===== config.mk =====
export PLATFORM = sky130hd
export DESIGN_NAME = crc8_frame_receiver
export DESIGN_NICKNAME = d
export VERILOG_FILES = /design/src/design/cfr_pkg.sv /design/src/design/crc8_frame_receiver.sv /design/src/design/cfr_ctrl.sv /design/src/design/cfr_datapath.sv
export SDC_FILE = /design/constraint.sdc
export NUM_CORES = 1
export LEC_CHECK = 0
export BUFFER_PORTS_ARGS = -buffer_cell sky130_fd_sc_hd__buf_2
export CORE_ASPECT_RATIO = 1.2
export CORE_MARGIN = 2
export CORE_UTILIZATION = 40
export DETAILED_ROUTE_END_ITERATION = 10
export SLEW_MARGIN = 25
export SYNTH_ARGS = -nofsm -noshare
export SYNTH_HDL_FRONTEND = slang
export SYNTH_SLANG_ARGS = --single-unit

===== constraint.sdc =====
create_clock -name clk -period 4.19 [get_ports clk]
set_input_delay 0.2095 -clock clk [delete_from_list [all_inputs] [get_ports clk]]
set_output_delay 0.2095 -clock clk [all_outputs]
set_load 0.03 [all_outputs]

===== src/design/cfr_pkg.sv =====
package cfr_pkg;

    // Default largest frame on the wire: start, length, CRC and one spare byte.
    localparam int MAX_FRAME_DEF  = 64;
    localparam int FRAME_OVERHEAD = 4;

    localparam logic [7:0] CRC_POLY        = 8'h07;
    localparam logic [7:0] CRC_INIT        = 8'h00;
    localparam logic [7:0] CRC_MSB         = 8'h80;
    localparam logic [7:0] START_BYTE_INIT = 8'h02;

    typedef enum logic [2:0] {
        ST_HUNT,
        ST_LEN,
        ST_BODY,
        ST_READ,
        ST_SHOW
    } cfr_state_t;

    // Commands from the controller to the datapath.
    typedef struct packed {
        logic load_len;
        logic take_body;
        logic clear_rd;
        logic rd_en;
        logic next_rd;
    } cfr_cmd_t;

    // Status from the datapath to the controller.
    typedef struct packed {
        logic is_start;
        logic len_bad;
        logic body_done;
        logic crc_ok;
        logic last_item;
    } cfr_status_t;

    // One byte through the CRC-8, MSB first, eight shift steps.
    function automatic logic [7:0] crc8_update(input logic [7:0] crc, input logic [7:0] b);
        logic [7:0] c;
        c = crc ^ b;
        for (int k = 0; k < 8; k++) begin
            if ((c & CRC_MSB) != 8'h00)
            begin
                c = {c[6:0], 1'b0} ^ CRC_POLY;
            end
            else
            begin
                c = {c[6:0], 1'b0};
            end
        end
        return c;
    endfunction

endpackage


===== src/design/crc8_frame_receiver.sv =====
// Frame receiver for start / length / body / CRC-8 framed serial streams.
//
// Input channel: one received byte per transaction on rx_byte, with in_valid
// and in_ready. The block hunts for the start byte, takes the length L, stores
// the L body bytes (a command and L-1 data bytes) and checks the CRC-8
// (polynomial 0x07, initial value zero) carried in the byte after the body.
// Bytes are taken back to back; in_ready is high whilst a frame is being taken in.
// Output channel: on a good CRC the frame leaves as a run of transactions on
// out_valid and out_ready, one per data byte (one with data_valid low for a
// frame that has no data), the final one marked by last. A bad CRC or a bad
// length drops the frame without any output.
// Read-out: each result is first read from the frame store into the output
// register (ST_READ) and then held there (ST_SHOW) until it is taken, so the
// next result is not read before the last one has gone. The single read port of the store sets this.
// in_ready stays low until the last result of the run has been taken, so a
// stall on out_ready holds back the input channel too.
// Reset returns the block to hunting and the start byte register to 0x02; it
// may be rewritten through start_byte_we whilst the block is idle.
module crc8_frame_receiver #(
    parameter int MAX_FRAME = cfr_pkg::MAX_FRAME_DEF
) (
    input  logic       clk,
    input  logic       rst_n,
    input  logic       start_byte_we,
    input  logic [7:0] start_byte,
    input  logic       in_valid,
    output logic       in_ready,
    input  logic [7:0] rx_byte,
    output logic       out_valid,
    input  logic       out_ready,
    output logic [7:0] command,
    output logic [7:0] data_byte,
    output logic       data_valid,
    output logic [5:0] byte_index,
    output logic [5:0] payload_length,
    output logic       last
);

    // Commands and status between the controller and the datapath.
    cfr_pkg::cfr_cmd_t    cmd;
    cfr_pkg::cfr_status_t status;

    // The controller sequences hunting, length, body and read-out of the run.
    cfr_ctrl u_ctrl (
        .clk       (clk),
        .rst_n     (rst_n),
        .in_valid  (in_valid),
        .out_ready (out_ready),
        .status    (status),
        .cmd       (cmd),
        .in_ready  (in_ready),
        .out_valid (out_valid)
    );

    // The datapath holds the start byte register, the CRC, the counters and
    // the frame store with its registered read port.
    cfr_datapath #(
        .MAX_FRAME (MAX_FRAME)
    ) u_datapath (
        .clk            (clk),
        .rst_n          (rst_n),
        .start_byte_we  (start_byte_we),
        .start_byte     (start_byte),
        .rx_byte        (rx_byte),
        .cmd            (cmd),
        .status         (status),
        .command        (command),
        .data_byte      (data_byte),
        .data_valid     (data_valid),
        .byte_index     (byte_index),
        .payload_length (payload_length),
        .last           (last)
    );

endmodule


===== src/design/cfr_ctrl.sv =====
module cfr_ctrl (
    input  logic                clk,
    input  logic                rst_n,
    input  logic                in_valid,
    input  logic                out_ready,
    input  cfr_pkg::cfr_status_t status,
    output cfr_pkg::cfr_cmd_t    cmd,
    output logic                in_ready,
    output logic                out_valid
);

    cfr_pkg::cfr_state_t state_reg;
    cfr_pkg::cfr_state_t state_next;
    logic                in_fire;

    assign in_fire = in_valid && in_ready;

    always_ff @(posedge clk or negedge rst_n)
    begin
        if (!rst_n)
        begin
            state_reg <= cfr_pkg::ST_HUNT;
        end
        else
        begin
            state_reg <= state_next;
        end
    end

    // Next state.
    always_comb
    begin
        state_next = state_reg;
        case (state_reg)
            cfr_pkg::ST_HUNT:
            begin
                if (in_fire && status.is_start)
                begin
                    state_next = cfr_pkg::ST_LEN;
                end
            end
            cfr_pkg::ST_LEN:
            begin
                if (in_fire)
                begin
                    state_next = status.len_bad ? cfr_pkg::ST_HUNT : cfr_pkg::ST_BODY;
                end
            end
            cfr_pkg::ST_BODY:
            begin
                if (in_fire && status.body_done)
                begin
                    state_next = status.crc_ok ? cfr_pkg::ST_READ : cfr_pkg::ST_HUNT;
                end
            end
            cfr_pkg::ST_READ:
            begin
                state_next = cfr_pkg::ST_SHOW;
            end
            cfr_pkg::ST_SHOW:
            begin
                if (out_ready)
                begin
                    state_next = status.last_item ? cfr_pkg::ST_HUNT : cfr_pkg::ST_READ;
                end
            end
            default:
            begin
                state_next = cfr_pkg::ST_HUNT;
            end
        endcase
    end

    // Outputs and datapath commands.
    always_comb
    begin
        cmd       = '0;
        in_ready  = 1'b0;
        out_valid = 1'b0;
        case (state_reg)
            cfr_pkg::ST_HUNT:
            begin
                in_ready = 1'b1;
            end
            cfr_pkg::ST_LEN:
            begin
                in_ready     = 1'b1;
                cmd.load_len = in_valid && !status.len_bad;
            end
            cfr_pkg::ST_BODY:
            begin
                in_ready      = 1'b1;
                cmd.take_body = in_valid && !status.body_done;
                cmd.clear_rd  = in_valid && status.body_done;
            end
            cfr_pkg::ST_READ:
            begin
                cmd.rd_en = 1'b1;
            end
            cfr_pkg::ST_SHOW:
            begin
                out_valid   = 1'b1;
                cmd.next_rd = out_ready && !status.last_item;
            end
            default:
            begin
                cmd = '0;
            end
        endcase
    end

endmodule


===== src/design/cfr_datapath.sv =====
module cfr_datapath #(
    parameter int MAX_FRAME = cfr_pkg::MAX_FRAME_DEF
) (
    input  logic                 clk,
    input  logic                 rst_n,
    input  logic                 start_byte_we,
    input  logic [7:0]           start_byte,
    input  logic [7:0]           rx_byte,
    input  cfr_pkg::cfr_cmd_t    cmd,
    output cfr_pkg::cfr_status_t status,
    output logic [7:0]           command,
    output logic [7:0]           data_byte,
    output logic                 data_valid,
    output logic [5:0]           byte_index,
    output logic [5:0]           payload_length,
    output logic                 last
);

    localparam int STORE_DEPTH = MAX_FRAME - cfr_pkg::FRAME_OVERHEAD;
    localparam int ADDR_W      = $clog2(STORE_DEPTH);
    localparam int LEN_W       = $clog2(STORE_DEPTH + 1);

    logic [7:0]        start_byte_reg;
    logic [LEN_W-1:0]  frame_len_reg;
    logic [LEN_W-1:0]  byte_count_reg;
    logic [7:0]        crc_reg;
    logic [7:0]        cmd_byte_reg;
    logic [ADDR_W-1:0] rd_idx_reg;
    logic [7:0]        rd_data_reg;
    logic [7:0]        store_mem [STORE_DEPTH];

    logic [LEN_W-1:0]  data_count;
    logic [ADDR_W-1:0] rd_addr;
    logic              has_data;

    assign data_count = frame_len_reg - LEN_W'(1);
    assign rd_addr    = rd_idx_reg + ADDR_W'(1);
    assign has_data   = (data_count != '0);

    assign status.is_start  = (rx_byte == start_byte_reg);
    assign status.len_bad   = (rx_byte == 8'd0) || (rx_byte > 8'(STORE_DEPTH));
    assign status.body_done = (byte_count_reg == frame_len_reg);
    assign status.crc_ok    = (rx_byte == crc_reg);
    assign status.last_item = !has_data || (LEN_W'(rd_idx_reg) == data_count - LEN_W'(1));

    always_ff @(posedge clk or negedge rst_n)
    begin
        if (!rst_n)
        begin
            start_byte_reg <= cfr_pkg::START_BYTE_INIT;
            frame_len_reg  <= '0;
            byte_count_reg <= '0;
            crc_reg        <= cfr_pkg::CRC_INIT;
            rd_idx_reg     <= '0;
        end
        else
        begin
            if (start_byte_we)
            begin
                start_byte_reg <= start_byte;
            end
            if (cmd.load_len)
            begin
                frame_len_reg  <= rx_byte[LEN_W-1:0];
                byte_count_reg <= '0;
                crc_reg        <= cfr_pkg::CRC_INIT;
            end
            else if (cmd.take_body)
            begin
                byte_count_reg <= byte_count_reg + LEN_W'(1);
                crc_reg        <= cfr_pkg::crc8_update(crc_reg, rx_byte);
            end
            if (cmd.clear_rd)
            begin
                rd_idx_reg <= '0;
            end
            else if (cmd.next_rd)
            begin
                rd_idx_reg <= rd_idx_reg + ADDR_W'(1);
            end
        end
    end

    // The command byte is kept aside so every result of the run can carry it.
    always_ff @(posedge clk)
    begin
        if (cmd.take_body && (byte_count_reg == '0))
        begin
            cmd_byte_reg <= rx_byte;
        end
    end

    always_ff @(posedge clk)
    begin
        if (cmd.take_body)
        begin
            store_mem[byte_count_reg[ADDR_W-1:0]] <= rx_byte;
        end
    end

    always_ff @(posedge clk)
    begin
        if (cmd.rd_en)
        begin
            rd_data_reg <= store_mem[rd_addr];
        end
    end

    assign command        = cmd_byte_reg;
    assign data_valid     = has_data;
    assign data_byte      = has_data ? rd_data_reg : 8'h00;
    assign byte_index     = 6'(rd_idx_reg);
    assign payload_length = 6'(data_count);
    assign last           = status.last_item;

endmodule


==> results.yml, run 1 <==
setup_path:
  critPathCaptureType: "flip-flop"
  cp_data_arrival_time_ns: 3.62
  critPathMaxFanout: 18
  critPathRequiredTime_ns: 4.41
  crit_path_start_kind: "flip-flop"
  criticalPathCategory: "flip-flop to flip-flop"
global_routing:
  gr-total-overflow: 0
  grt_max_degree: 75
  grt_pass1_vias: 11120
  initial_antenna_violation_count: 3
  grt_usage_pct: 18.28
  grt_pass1_wl_um: 74730
clock_tree:
  post_cts_repair_timing_setup_buffer_count: 0
  clock_tree_from_tritoncts: "done"
  cts-root-buf: "clkbuf_16"
  tritoncts.num_buffers: 52
  cts.path.max_buffers: 3
  cts_htree_levels: 2
  clkTransAtPathRegs_ns: 0.06
  clock_latency_ns: 0.60
  cts.sinks: 533
  post_cts_resize_count: 0
  cts_hold_bufs: 20
yosys:
  post_synthesis_async_set_or_reset_flop_share_pct: 6.942
  synth-edff-count: 496
  synth.distinct_cells: 50
  synth_fp_nets: 1125
  mappedNetlistArea_um2: 21550
  post_synth_inst_count: 1095
  post_synth_top_flop: "edfxtp_1"
  ys_seq_area_share_pct: 73.42
  yosys_register_bits: 533
  number_of_warning_messages_in_the_yosys_log: 0
  syn_area_per_cell_um2: 19.68
detailed_routing:
  remaining_drc_errors: 0
  drtIter0Drc: 1000
  totalWireLength_um: 50250
  antenna_violating_nets_post_route: 0
  vias_per_cell: 5.486
  vias: 10800
  wl_per_cell_um: 25.52
  firstDrtPassIters: 5
timing:
  max_freq_mhz: 293.7
  report.final.setup_viol: 0
  layout_worst_path_cycle_share_pct: 81.26
  max_transition_viols_final: 0
  fin_skew_ns: 0.01748
  fin_crit_ns: 3.405
  finalHoldViolations: 0
  rsz0062_at_grt: "no"
  setup_slack_ns: 0.7852
  tightestPinTransition_ns: 1.028
  slew-limit-headroom_pct: 31.28
  totalNegativeSetupSlack_ns: 0
placed_design:
  gp_congestion: 0.7818
  post-dp-hpwl_um: 31010
  preCtsSetupSlack_ns: 0.7974
  port_buffers: 52
final_layout:
  antenna_cells_inserted: 0
  final_net_count: 1246
  flip_flop_count_of_the_largest_register_after_layout: 480
  syn_to_final_growth_pct: 15.02
  ff_latch_area_um2: 15830
  layout-drive-gt1-share_pct: 28.56
  fill_cells: 4446
  multi_input_gate_area_um2: 5498
die:
  dieArea_um2: 55750
  floorplan.rows: 93
  die_width_um: 215.9
  fp.dieH_um: 258.3
  boundaryPins: 53
  start_util_pct: 40.34
  core_area_um2: 53410
outcome:
  status: "complete, no violations"
power:
  powerDensity_nw_per_um2: 622.0
  ir_worst_vdd_v: 0.0004974
  power.leakage_uw: 0.008012
flow_run:
  max_cap_violations: 0
hold_path:
  min-delay-path-class: "input port to flip-flop"
==> report_power, final <==
| part | leakage (µW) | internal (µW) | switching [µW] |
|---|---|---|---|
| combinational | 0.00231 | 2190 | 2550 |
| clock | 0.000781 | 2490 | 1940 |
| sequential | 0.00492 | 6050 | 195 |
==> worst max-delay path, cell delays in order, from the launching register on <==
cell and delay, ns:
dfrtp_1 0.45, nor3b_1 0.39, nand2_1 0.12, or2_2 0.47, nor2_1 0.24, nand3_1 0.55, nor2_1 0.81
==> synthesized netlist by cell type (13+ instances only) <==
cell | count | area (µm²)
edfxtp_1 | 496 | 14890
mux4_2 | 138 | 3108
nor2_1 | 82 | 307.8
xnor2_1 | 42 | 367.9
clkbuf_1 | 40 | 150.1
dfrtp_1 | 36 | 900.9
a211oi_1 | 28 | 210.2
nand2_1 | 27 | 101.4
o21ai_0 | 21 | 105.1
a21oi_1 | 17 | 85.08
mux2i_1 | 14 | 140.1
nand3_1 | 13 | 65.06
==> cell families (layout without fill, tap and decap cells) <==
family	count (synthesis)	after routing	synth area share (%)
mux	163	163	15.65
fa+ha+maj	9	9	0.5226
compound gates	82	82	2.555
flops	533	533	73.42
buf+inv	75	237	1.475
simple gates	178	178	4.041
xor+xnor	55	55	2.334
==> cells in the final DEF, fill, tap and decap left out, types with 17 or more instances in the layout <==
master,count
edfxtp_1,496
mux4_2,138
nor2_1,80
buf_4,56
clkbuf_16,53
buf_2,52
xnor2_1,40
dfrtp_1,35
a211oi_1,28
nand2_1,27
o21ai_0,21
dlygate4sd3_1,20
a21oi_1,17
==> through the flow <==
| step | cell area (µm²) | total power, µW | instances | hold WS [ns] | util, % |
|---|---|---|---|---|---|
| floorplan | 21550 | 9742 | 1095 | -0.08609 | - |
| global placement | 22990 | 11130 | 1854 | 0.3748 | 43.05 |
| detailed placement | 23000 | 11160 | 1854 | 0.3779 | 43.06 |
| CTS | 24790 | 15620 | 1969 | 0.02158 | 46.41 |
| global route | 24790 | 16080 | 1969 | 0.05679 | 46.41 |
| finish | 24790 | 15420 | 1969 | 0.06975 | 46.41 |
==> cell type report <==
| type | instances | share of cell area [%] |
|---|---|---|
| Sequential cell | 533 | 63.85 |
| Multi-Input combinational cell | 487 | 22.18 |
| Clock buffer | 63 | 5.503 |
| Timing Repair Buffer | 131 | 3.796 |
| Tap cell | 712 | 3.594 |
| Clock inverter | 32 | 0.9087 |
| Inverter | 11 | 0.1666 |
==> layer usage <==
layer  global-route usage [%]  wire, µm  vias to the layer above
met3                    2.700      2538                       87
li1                         -         -                     4669
met1                    25.31     21360                     5719
met5                        0         0                        -
met2                    29.63     24790                      327
met4                    6.762      1555                        0
==> final timing paths <==
check	end	start	slack, ns	cells after the start
min in group asynchronous	u_ctrl.state_reg[0]$_DFFE_PN0P_	rst_n	0.29	2
min reg2reg	u_datapath.crc_reg[4]$_DFFE_PN0P_	u_datapath.crc_reg[4]$_DFFE_PN0P_	0.51	1
max reg2reg	u_datapath.store_mem[18][5]$_DFFE_PP_	u_ctrl.state_reg[0]$_DFFE_PN0P_	0.79	6
max in group asynchronous	u_datapath.byte_index[0]$_DFFE_PN0P_	rst_n	3.27	2
max	u_datapath.store_mem[18][5]$_DFFE_PP_	u_ctrl.state_reg[0]$_DFFE_PN0P_	0.79	6
min	u_ctrl.state_reg[0]$_DFFE_PN0P_	in_valid	0.07	4
Power figures use the tool's default switching activity.
==> run 2, diff against run 1 <==
Settings changed: ABC_AREA set to 1.
Clock period 4.19 ns to 3.5 ns, I/O delays scaled along.
==> run 2 against run 1 <==
Net effect:
- critical endpoint is now last
- highest routed layer unchanged
- global-route usage rose by 2.8 points
- cell area rose by 1.9%
- largest power group unchanged
- non-clock buffer count rose by 28
- cell count rose by 33%
- die area rose by 2.1%
- power rose by 19%
==> results.yml, run 2 <==
outcome:
  status: "complete, no violations"
clock_tree:
  cts.sinks: 533
  cts.path.max_buffers: 3
  clock_tree_from_tritoncts: "done"
  post_cts_resize_count: 0
  clock_latency_ns: 0.58
  cts-root-buf: "clkbuf_16"
  post_cts_repair_timing_setup_buffer_count: 0
  cts_htree_levels: 2
  clkTransAtPathRegs_ns: 0.06
  tritoncts.num_buffers: 52
detailed_routing:
  drtIter0Drc: 1619
  vias_per_cell: 5.609
  vias: 14720
  remaining_drc_errors: 0
  totalWireLength_um: 60360
  antenna_violating_nets_post_route: 0
  wl_per_cell_um: 23.00
  firstDrtPassIters: 5
timing:
  max_transition_viols_final: 0
  slew-limit-headroom_pct: 36.06
  setup_slack_ns: 0.4548
  fin_crit_ns: 3.045
  holdWs_ns: 0.02218
  rsz0062_at_grt: "no"
  tightestPinTransition_ns: 0.9556
  totalNegativeSetupSlack_ns: 0
  layout_worst_path_cycle_share_pct: 87.01
  max_freq_mhz: 328.4
  fin_skew_ns: 0.01624
  finalHoldViolations: 0
  report.final.setup_viol: 0
setup_path:
  cp_data_arrival_time_ns: 2.87
  critPathRequiredTime_ns: 3.32
  crit_family: "simple AND/OR/NAND/NOR gates"
  critPathMaxFanout: 12
  crit_slowest_cell: "nand3_1"
  critical_path.max_stage_delay_ns: 0.53
  timing.critical_path.cells: "inv_2 > ha_1 > inv_1 > nand2_1 > nand3_1 > nor2_1 > nand3_1 > nand2_1 > buf_2"
  cp.buffers_inverters: 3
  critPathCaptureType: "output pin"
  criticalPathCategory: "flip-flop to output pin"
  crit_path_start_kind: "flip-flop"
yosys:
  syn_area_per_cell_um2: 12.52
  yosys_register_bits: 533
  post_synth_inst_count: 1758
  post_synth_top_flop: "edfxtp_1"
  top_cells_by_area_synth: "edfxtp_1 (68%), nor2_1 (5.8%), o21ai_0 (5.3%)"
  ys_seq_area_share_pct: 71.86
  mappedNetlistArea_um2: 22020
  post-synth-top-area-cell: "edfxtp_1"
  number_of_warning_messages_in_the_yosys_log: 0
  synth.most_common_cell: "edfxtp_1"
  synth_top_cell_area_share_pct: 67.65
  synth_fp_nets: 1788
  synth-edff-count: 496
  synth.distinct_cells: 34
  synth_commonest_cells: "edfxtp_1 (496), nor2_1 (340), o21ai_0 (234)"
  post_synthesis_async_set_or_reset_flop_share_pct: 6.942
power:
  powerDensity_nw_per_um2: 728.6
  ir_worst_vdd_v: 0.0006983
  power.leakage_uw: 0.008625
die:
  floorplan.rows: 94
  start_util_pct: 40.34
  dieArea_um2: 56940
  boundaryPins: 53
  fp.dieH_um: 261
  die_width_um: 218.2
  core_area_um2: 54570
placed_design:
  gp_congestion: 0.8977
  postPlaceCellArea_um2: 23430
  port_buffers: 52
  preCtsSetupSlack_ns: 0.6639
  post-dp-hpwl_um: 36610
global_routing:
  grt_usage_pct: 21.04
  grt_pass1_wl_um: 89840
  gr-total-overflow: 0
  initial_antenna_violation_count: 3
  grt_pass1_vias: 14310
  grt_max_degree: 216
final_layout:
  flip_flop_count_of_the_largest_register_after_layout: 480
  stdcell_area_um2: 25260
  final_cell_mix: "edfxtp_1 (496), nor2_1 (340), o21ai_0 (234)"
  final_net_count: 1895
  layout-drive-gt1-share_pct: 12.72
  syn_to_final_growth_pct: 14.73
  layout_commonest_cell: "edfxtp_1"
  final_util_pct: 46.28
hold_path:
  min-delay-path-class: "input port to flip-flop"
flow_run:
  max_cap_violations: 0
==> run 2: cell count changes in the layout (fill, tap and decap cells not counted), sizes merged, moves of 24 or more <==
| cell | change |
|---|---|
| o21ai | +245 |
| inv | +40 |
| xnor2 | -24 |
| o221ai | +98 |
| nor2 | +258 |
| nand3 | +104 |
| buf | +28 |
| mux4 | -138 |
| nand2 | +101 |
| a211oi | -29 |
==> run 2: where the power goes <==
part,switching (µW),total (µW),leakage (µW),internal [µW]
logic,4030,5640,0.00291,1610
registers,180,7330,0.00493,7150
clock network,2310,5430,0.000791,3120
==> run 2: final timing paths <==
| check | cells past startpoint | end | startpoint | slack [ns] |
|---|---|---|---|---|
| max | 9 | last | u_datapath.frame_len_reg[0]$_DFFE_PN0P_ | 0.45 |
| max reg2reg | 9 | u_datapath.store_mem[6][1]$_DFFE_PP_ | u_datapath.frame_len_reg[0]$_DFFE_PN0P_ | 0.61 |
| min | 1 | u_datapath.store_mem[51][6]$_DFFE_PP_ | rx_byte[6] | 0.02 |
| min reg2reg | 2 | u_datapath.crc_reg[5]$_DFFE_PN0P_ | u_datapath.crc_reg[5]$_DFFE_PN0P_ | 0.54 |
| max in group asynchronous | 2 | u_datapath.byte_index[0]$_DFFE_PN0P_ | rst_n | 3.00 |
| min in group asynchronous | 2 | u_ctrl.state_reg[2]$_DFFE_PN0P_ | rst_n | 0.11 |
==> run 2: area by class of cell <==
type,instances,area (µm²)
clock inverter,26,247.7
clock buffer,65,1371
antenna,2,5.005
inverter,53,203.9
timing repair buffer,159,1179
tap,720,900.9
fill,4922,29310
multi-input combinational,1066,5525
sequential,533,15830
==> run 2: through the flow <==
stage	total power (µW)	instances
after CTS	18470	2622
after detailed placement	13070	2511
after floorplan	11150	1758
after global routing	19270	2623
final	18400	2624
after global placement	13020	2511
==> run 2: logic make-up after synthesis <==
family	Yosys count	synth area share, %
and+or+nand+nor	605	11.35
DFF	533	71.86
AOI/OAI and AO/OA	411	11.27
adders and majority gates	9	0.5115
buffers and inverters	159	3.183
xor gates and xnor gates	33	1.415
muxes	8	0.4092
==> run 2: repair_timing <==
item / 4_1_cts / 5_1_grt
setup endpoints to repair: 0 / 0
hold buffers: 20 / 0
hold endpoints to repair: 49 / 0
==> run 2: worst register-to-register path, delay by kind of cell (launching register included) <==
kind | cells | cell delay (ns)
simple gates | 8 | 1.92
buf+inv | 1 | 0.17
flops | 1 | 0.43
==> run 2: per-layer routing <==
layer | up-vias | wire [µm] | track usage (%)
met4 | 0 | 1935 | 7.200
met1 | 7332 | 24320 | 27.45
met3 | 101 | 4201 | 3.287
li1 | 6699 | - | -
met5 | - | 0 | 0
met2 | 586 | 29900 | 35.93
==> run 3, diff against run 2 <==
Settings changed: ABC_AREA 1 to unset, BUFFER_PORTS_ARGS -buffer_cell sky130_fd_sc_hd__buf_2 to unset, DONT_BUFFER_PORTS set to 1.
==> run 3 against run 2 <==
Net effect:
- flip-flop and latch count did not move
- global-route usage decreased by 3.0 points
- cell count decreased by 25%
- non-clock buffer count decreased by 22
- power rose by 3.3%
- clock power increased by 3.9%
- register-to-register slack got worse by 0.18 ns
- cell area is 0.26% higher
- critical endpoint is now data_byte[1]
- largest power group unchanged
==> results.yml, run 3 (synthesis results as in run 1) <==
placed_design:
  preCtsSetupSlack_ns: 0.4316
  post-dp-hpwl_um: 30100
  gp_congestion: 0.7870
  port_buffers: 0
  postPlaceCellArea_um2: 23110
hold_path:
  min-delay-path-class: "input port to flip-flop"
power:
  post-layout-total-power_uw: 19020
  ir_worst_vdd_v: 0.0005950
  power.leakage_uw: 0.008238
  powerDensity_nw_per_um2: 750.9
timing:
  max_transition_viols_final: 0
  rsz0062_at_grt: "no"
  finalHoldViolations: 0
  fin_crit_ns: 3.078
  layout_worst_path_cycle_share_pct: 87.96
  setup_slack_ns: 0.4216
  max_freq_mhz: 324.8
  totalNegativeSetupSlack_ns: 0
  report.final.setup_viol: 0
  slew-limit-headroom_pct: 39.54
  fin_skew_ns: 0.02153
  tightestPinTransition_ns: 0.9036
detailed_routing:
  totalWireLength_um: 49670
  drtIter0Drc: 952
  vias_per_cell: 5.433
  antenna_violating_nets_post_route: 0
  firstDrtPassIters: 6
  vias: 10710
  remaining_drc_errors: 0
  wl_per_cell_um: 25.19
clock_tree:
  cts.path.max_buffers: 3
  tritoncts.num_buffers: 50
  post_cts_repair_timing_setup_buffer_count: 0
  cts.sinks: 533
  cts-root-buf: "clkbuf_16"
  clkTransAtPathRegs_ns: 0.06
  clock_tree_from_tritoncts: "done"
  cts_htree_levels: 2
  clock_latency_ns: 0.58
global_routing:
  grt_pass1_wl_um: 73990
  gr-total-overflow: 0
  grt_pass1_vias: 11130
  initial_antenna_violation_count: 0
  grt_max_degree: 64
  grt_usage_pct: 18.08
final_layout:
  layout-drive-gt1-share_pct: 28.36
  fill_cells: 4351
  layout_commonest_cell: "edfxtp_1"
  final_cell_mix: "edfxtp_1 (496), mux4_2 (138), buf_4 (92)"
  flip_flop_count_of_the_largest_register_after_layout: 480
  stdcell_area_um2: 25320
  syn_to_final_growth_pct: 17.52
  final_util_pct: 47.41
  final_net_count: 1250
die:
  core_area_um2: 53410
  start_util_pct: 40.34
  die_width_um: 215.9
  dieArea_um2: 55750
  fp.dieH_um: 258.3
  floorplan.rows: 93
  boundaryPins: 53
setup_path:
  critPathCaptureType: "output pin"
  criticalPathCategory: "flip-flop to output pin"
  critPathRequiredTime_ns: 3.32
  cp_data_arrival_time_ns: 2.90
  critPathMaxFanout: 9
  crit_path_start_kind: "flip-flop"
outcome:
  status: "complete, no violations"
flow_run:
  max_cap_violations: 0
-- run 3: cell count changes in the layout (fill, tap and decap cells not counted), moves of 51 or more --
cell | before | now
buf_2 | 51 | 0
mux4_2 | 0 | 138
nand2_1 | 128 | 27
nand3_1 | 116 | 13
nor2_1 | 340 | 82
o21ai_0 | 234 | 21
o221ai_1 | 98 | 0
-- run 3: through the flow --
step | hold WS [ns] | std cells
finish | 0.04306 | 1972
global route | 0.05535 | 1971
CTS | 0.02574 | 1971
detailed placement | -0.1199 | 1844
global placement | -0.1198 | 1844
floorplan | -0.1206 | 1095
-- run 3: path summary, 6_finish.rpt --
path / endpoint / cells past startpoint / slack [ns] / start
max: data_byte[1] / 8 / 0.42 / u_datapath.frame_len_reg[0]$_DFFE_PN0P_
min: u_ctrl.state_reg[1]$_DFFE_PN0P_ / 5 / 0.04 / rx_byte[7]
max reg2reg: u_datapath.rd_data_reg[1]$_DFFE_PN_ / 6 / 0.43 / u_datapath.byte_index[1]$_DFFE_PN0P_
min reg2reg: u_datapath.crc_reg[1]$_DFFE_PN0P_ / 2 / 0.50 / u_datapath.crc_reg[1]$_DFFE_PN0P_
max in group asynchronous: u_datapath.start_byte_reg[1]$_DFFE_PN1P_ / 2 / 3.15 / rst_n
min in group asynchronous: u_datapath.frame_len_reg[0]$_DFFE_PN0P_ / 2 / 0.09 / rst_n
-- run 3: where the power goes --
group,switching [µW],internal [µW],leakage (µW)
logic,3090,2780,0.00249
registers,258,7240,0.00492
clock network,2300,3340,0.000828
-- run 3: layer usage --
metal / part of all wire [%] / global-route usage (%)
met5: 0 / 0
met4: 2.9 / 5.900
met3: 5.1 / 3.286
met2: 51 / 30.77
met1: 41 / 23.63
-- run 3: area by class of cell --
cell class | count | area (µm²) | area share [%]
antenna | 1 | 2.502 | 0.009882
tap | 712 | 890.9 | 3.518
timing repair buffer | 137 | 1381 | 5.455
multi-input combinational | 487 | 5487 | 21.67
sequential | 533 | 15830 | 62.49
clock inverter | 31 | 375.4 | 1.482
clock buffer | 60 | 1320 | 5.213
inverter | 11 | 41.29 | 0.1631
-- run 3: repair_timing --
item                                   CTS  global route
hold buffers                            36             0
endpoints found under the hold margin  547             0
gates resized for setup                  0             0
-- run 3: critical path: stages, from the launching register on --
cell and delay, ns:
dfrtp_1 0.52, inv_1 0.11, ha_1 0.23, xor2_1 0.16, buf_4 0.19, or2_2 0.30, nor4_2 0.21, buf_4 0.28
and2b_1 0.33
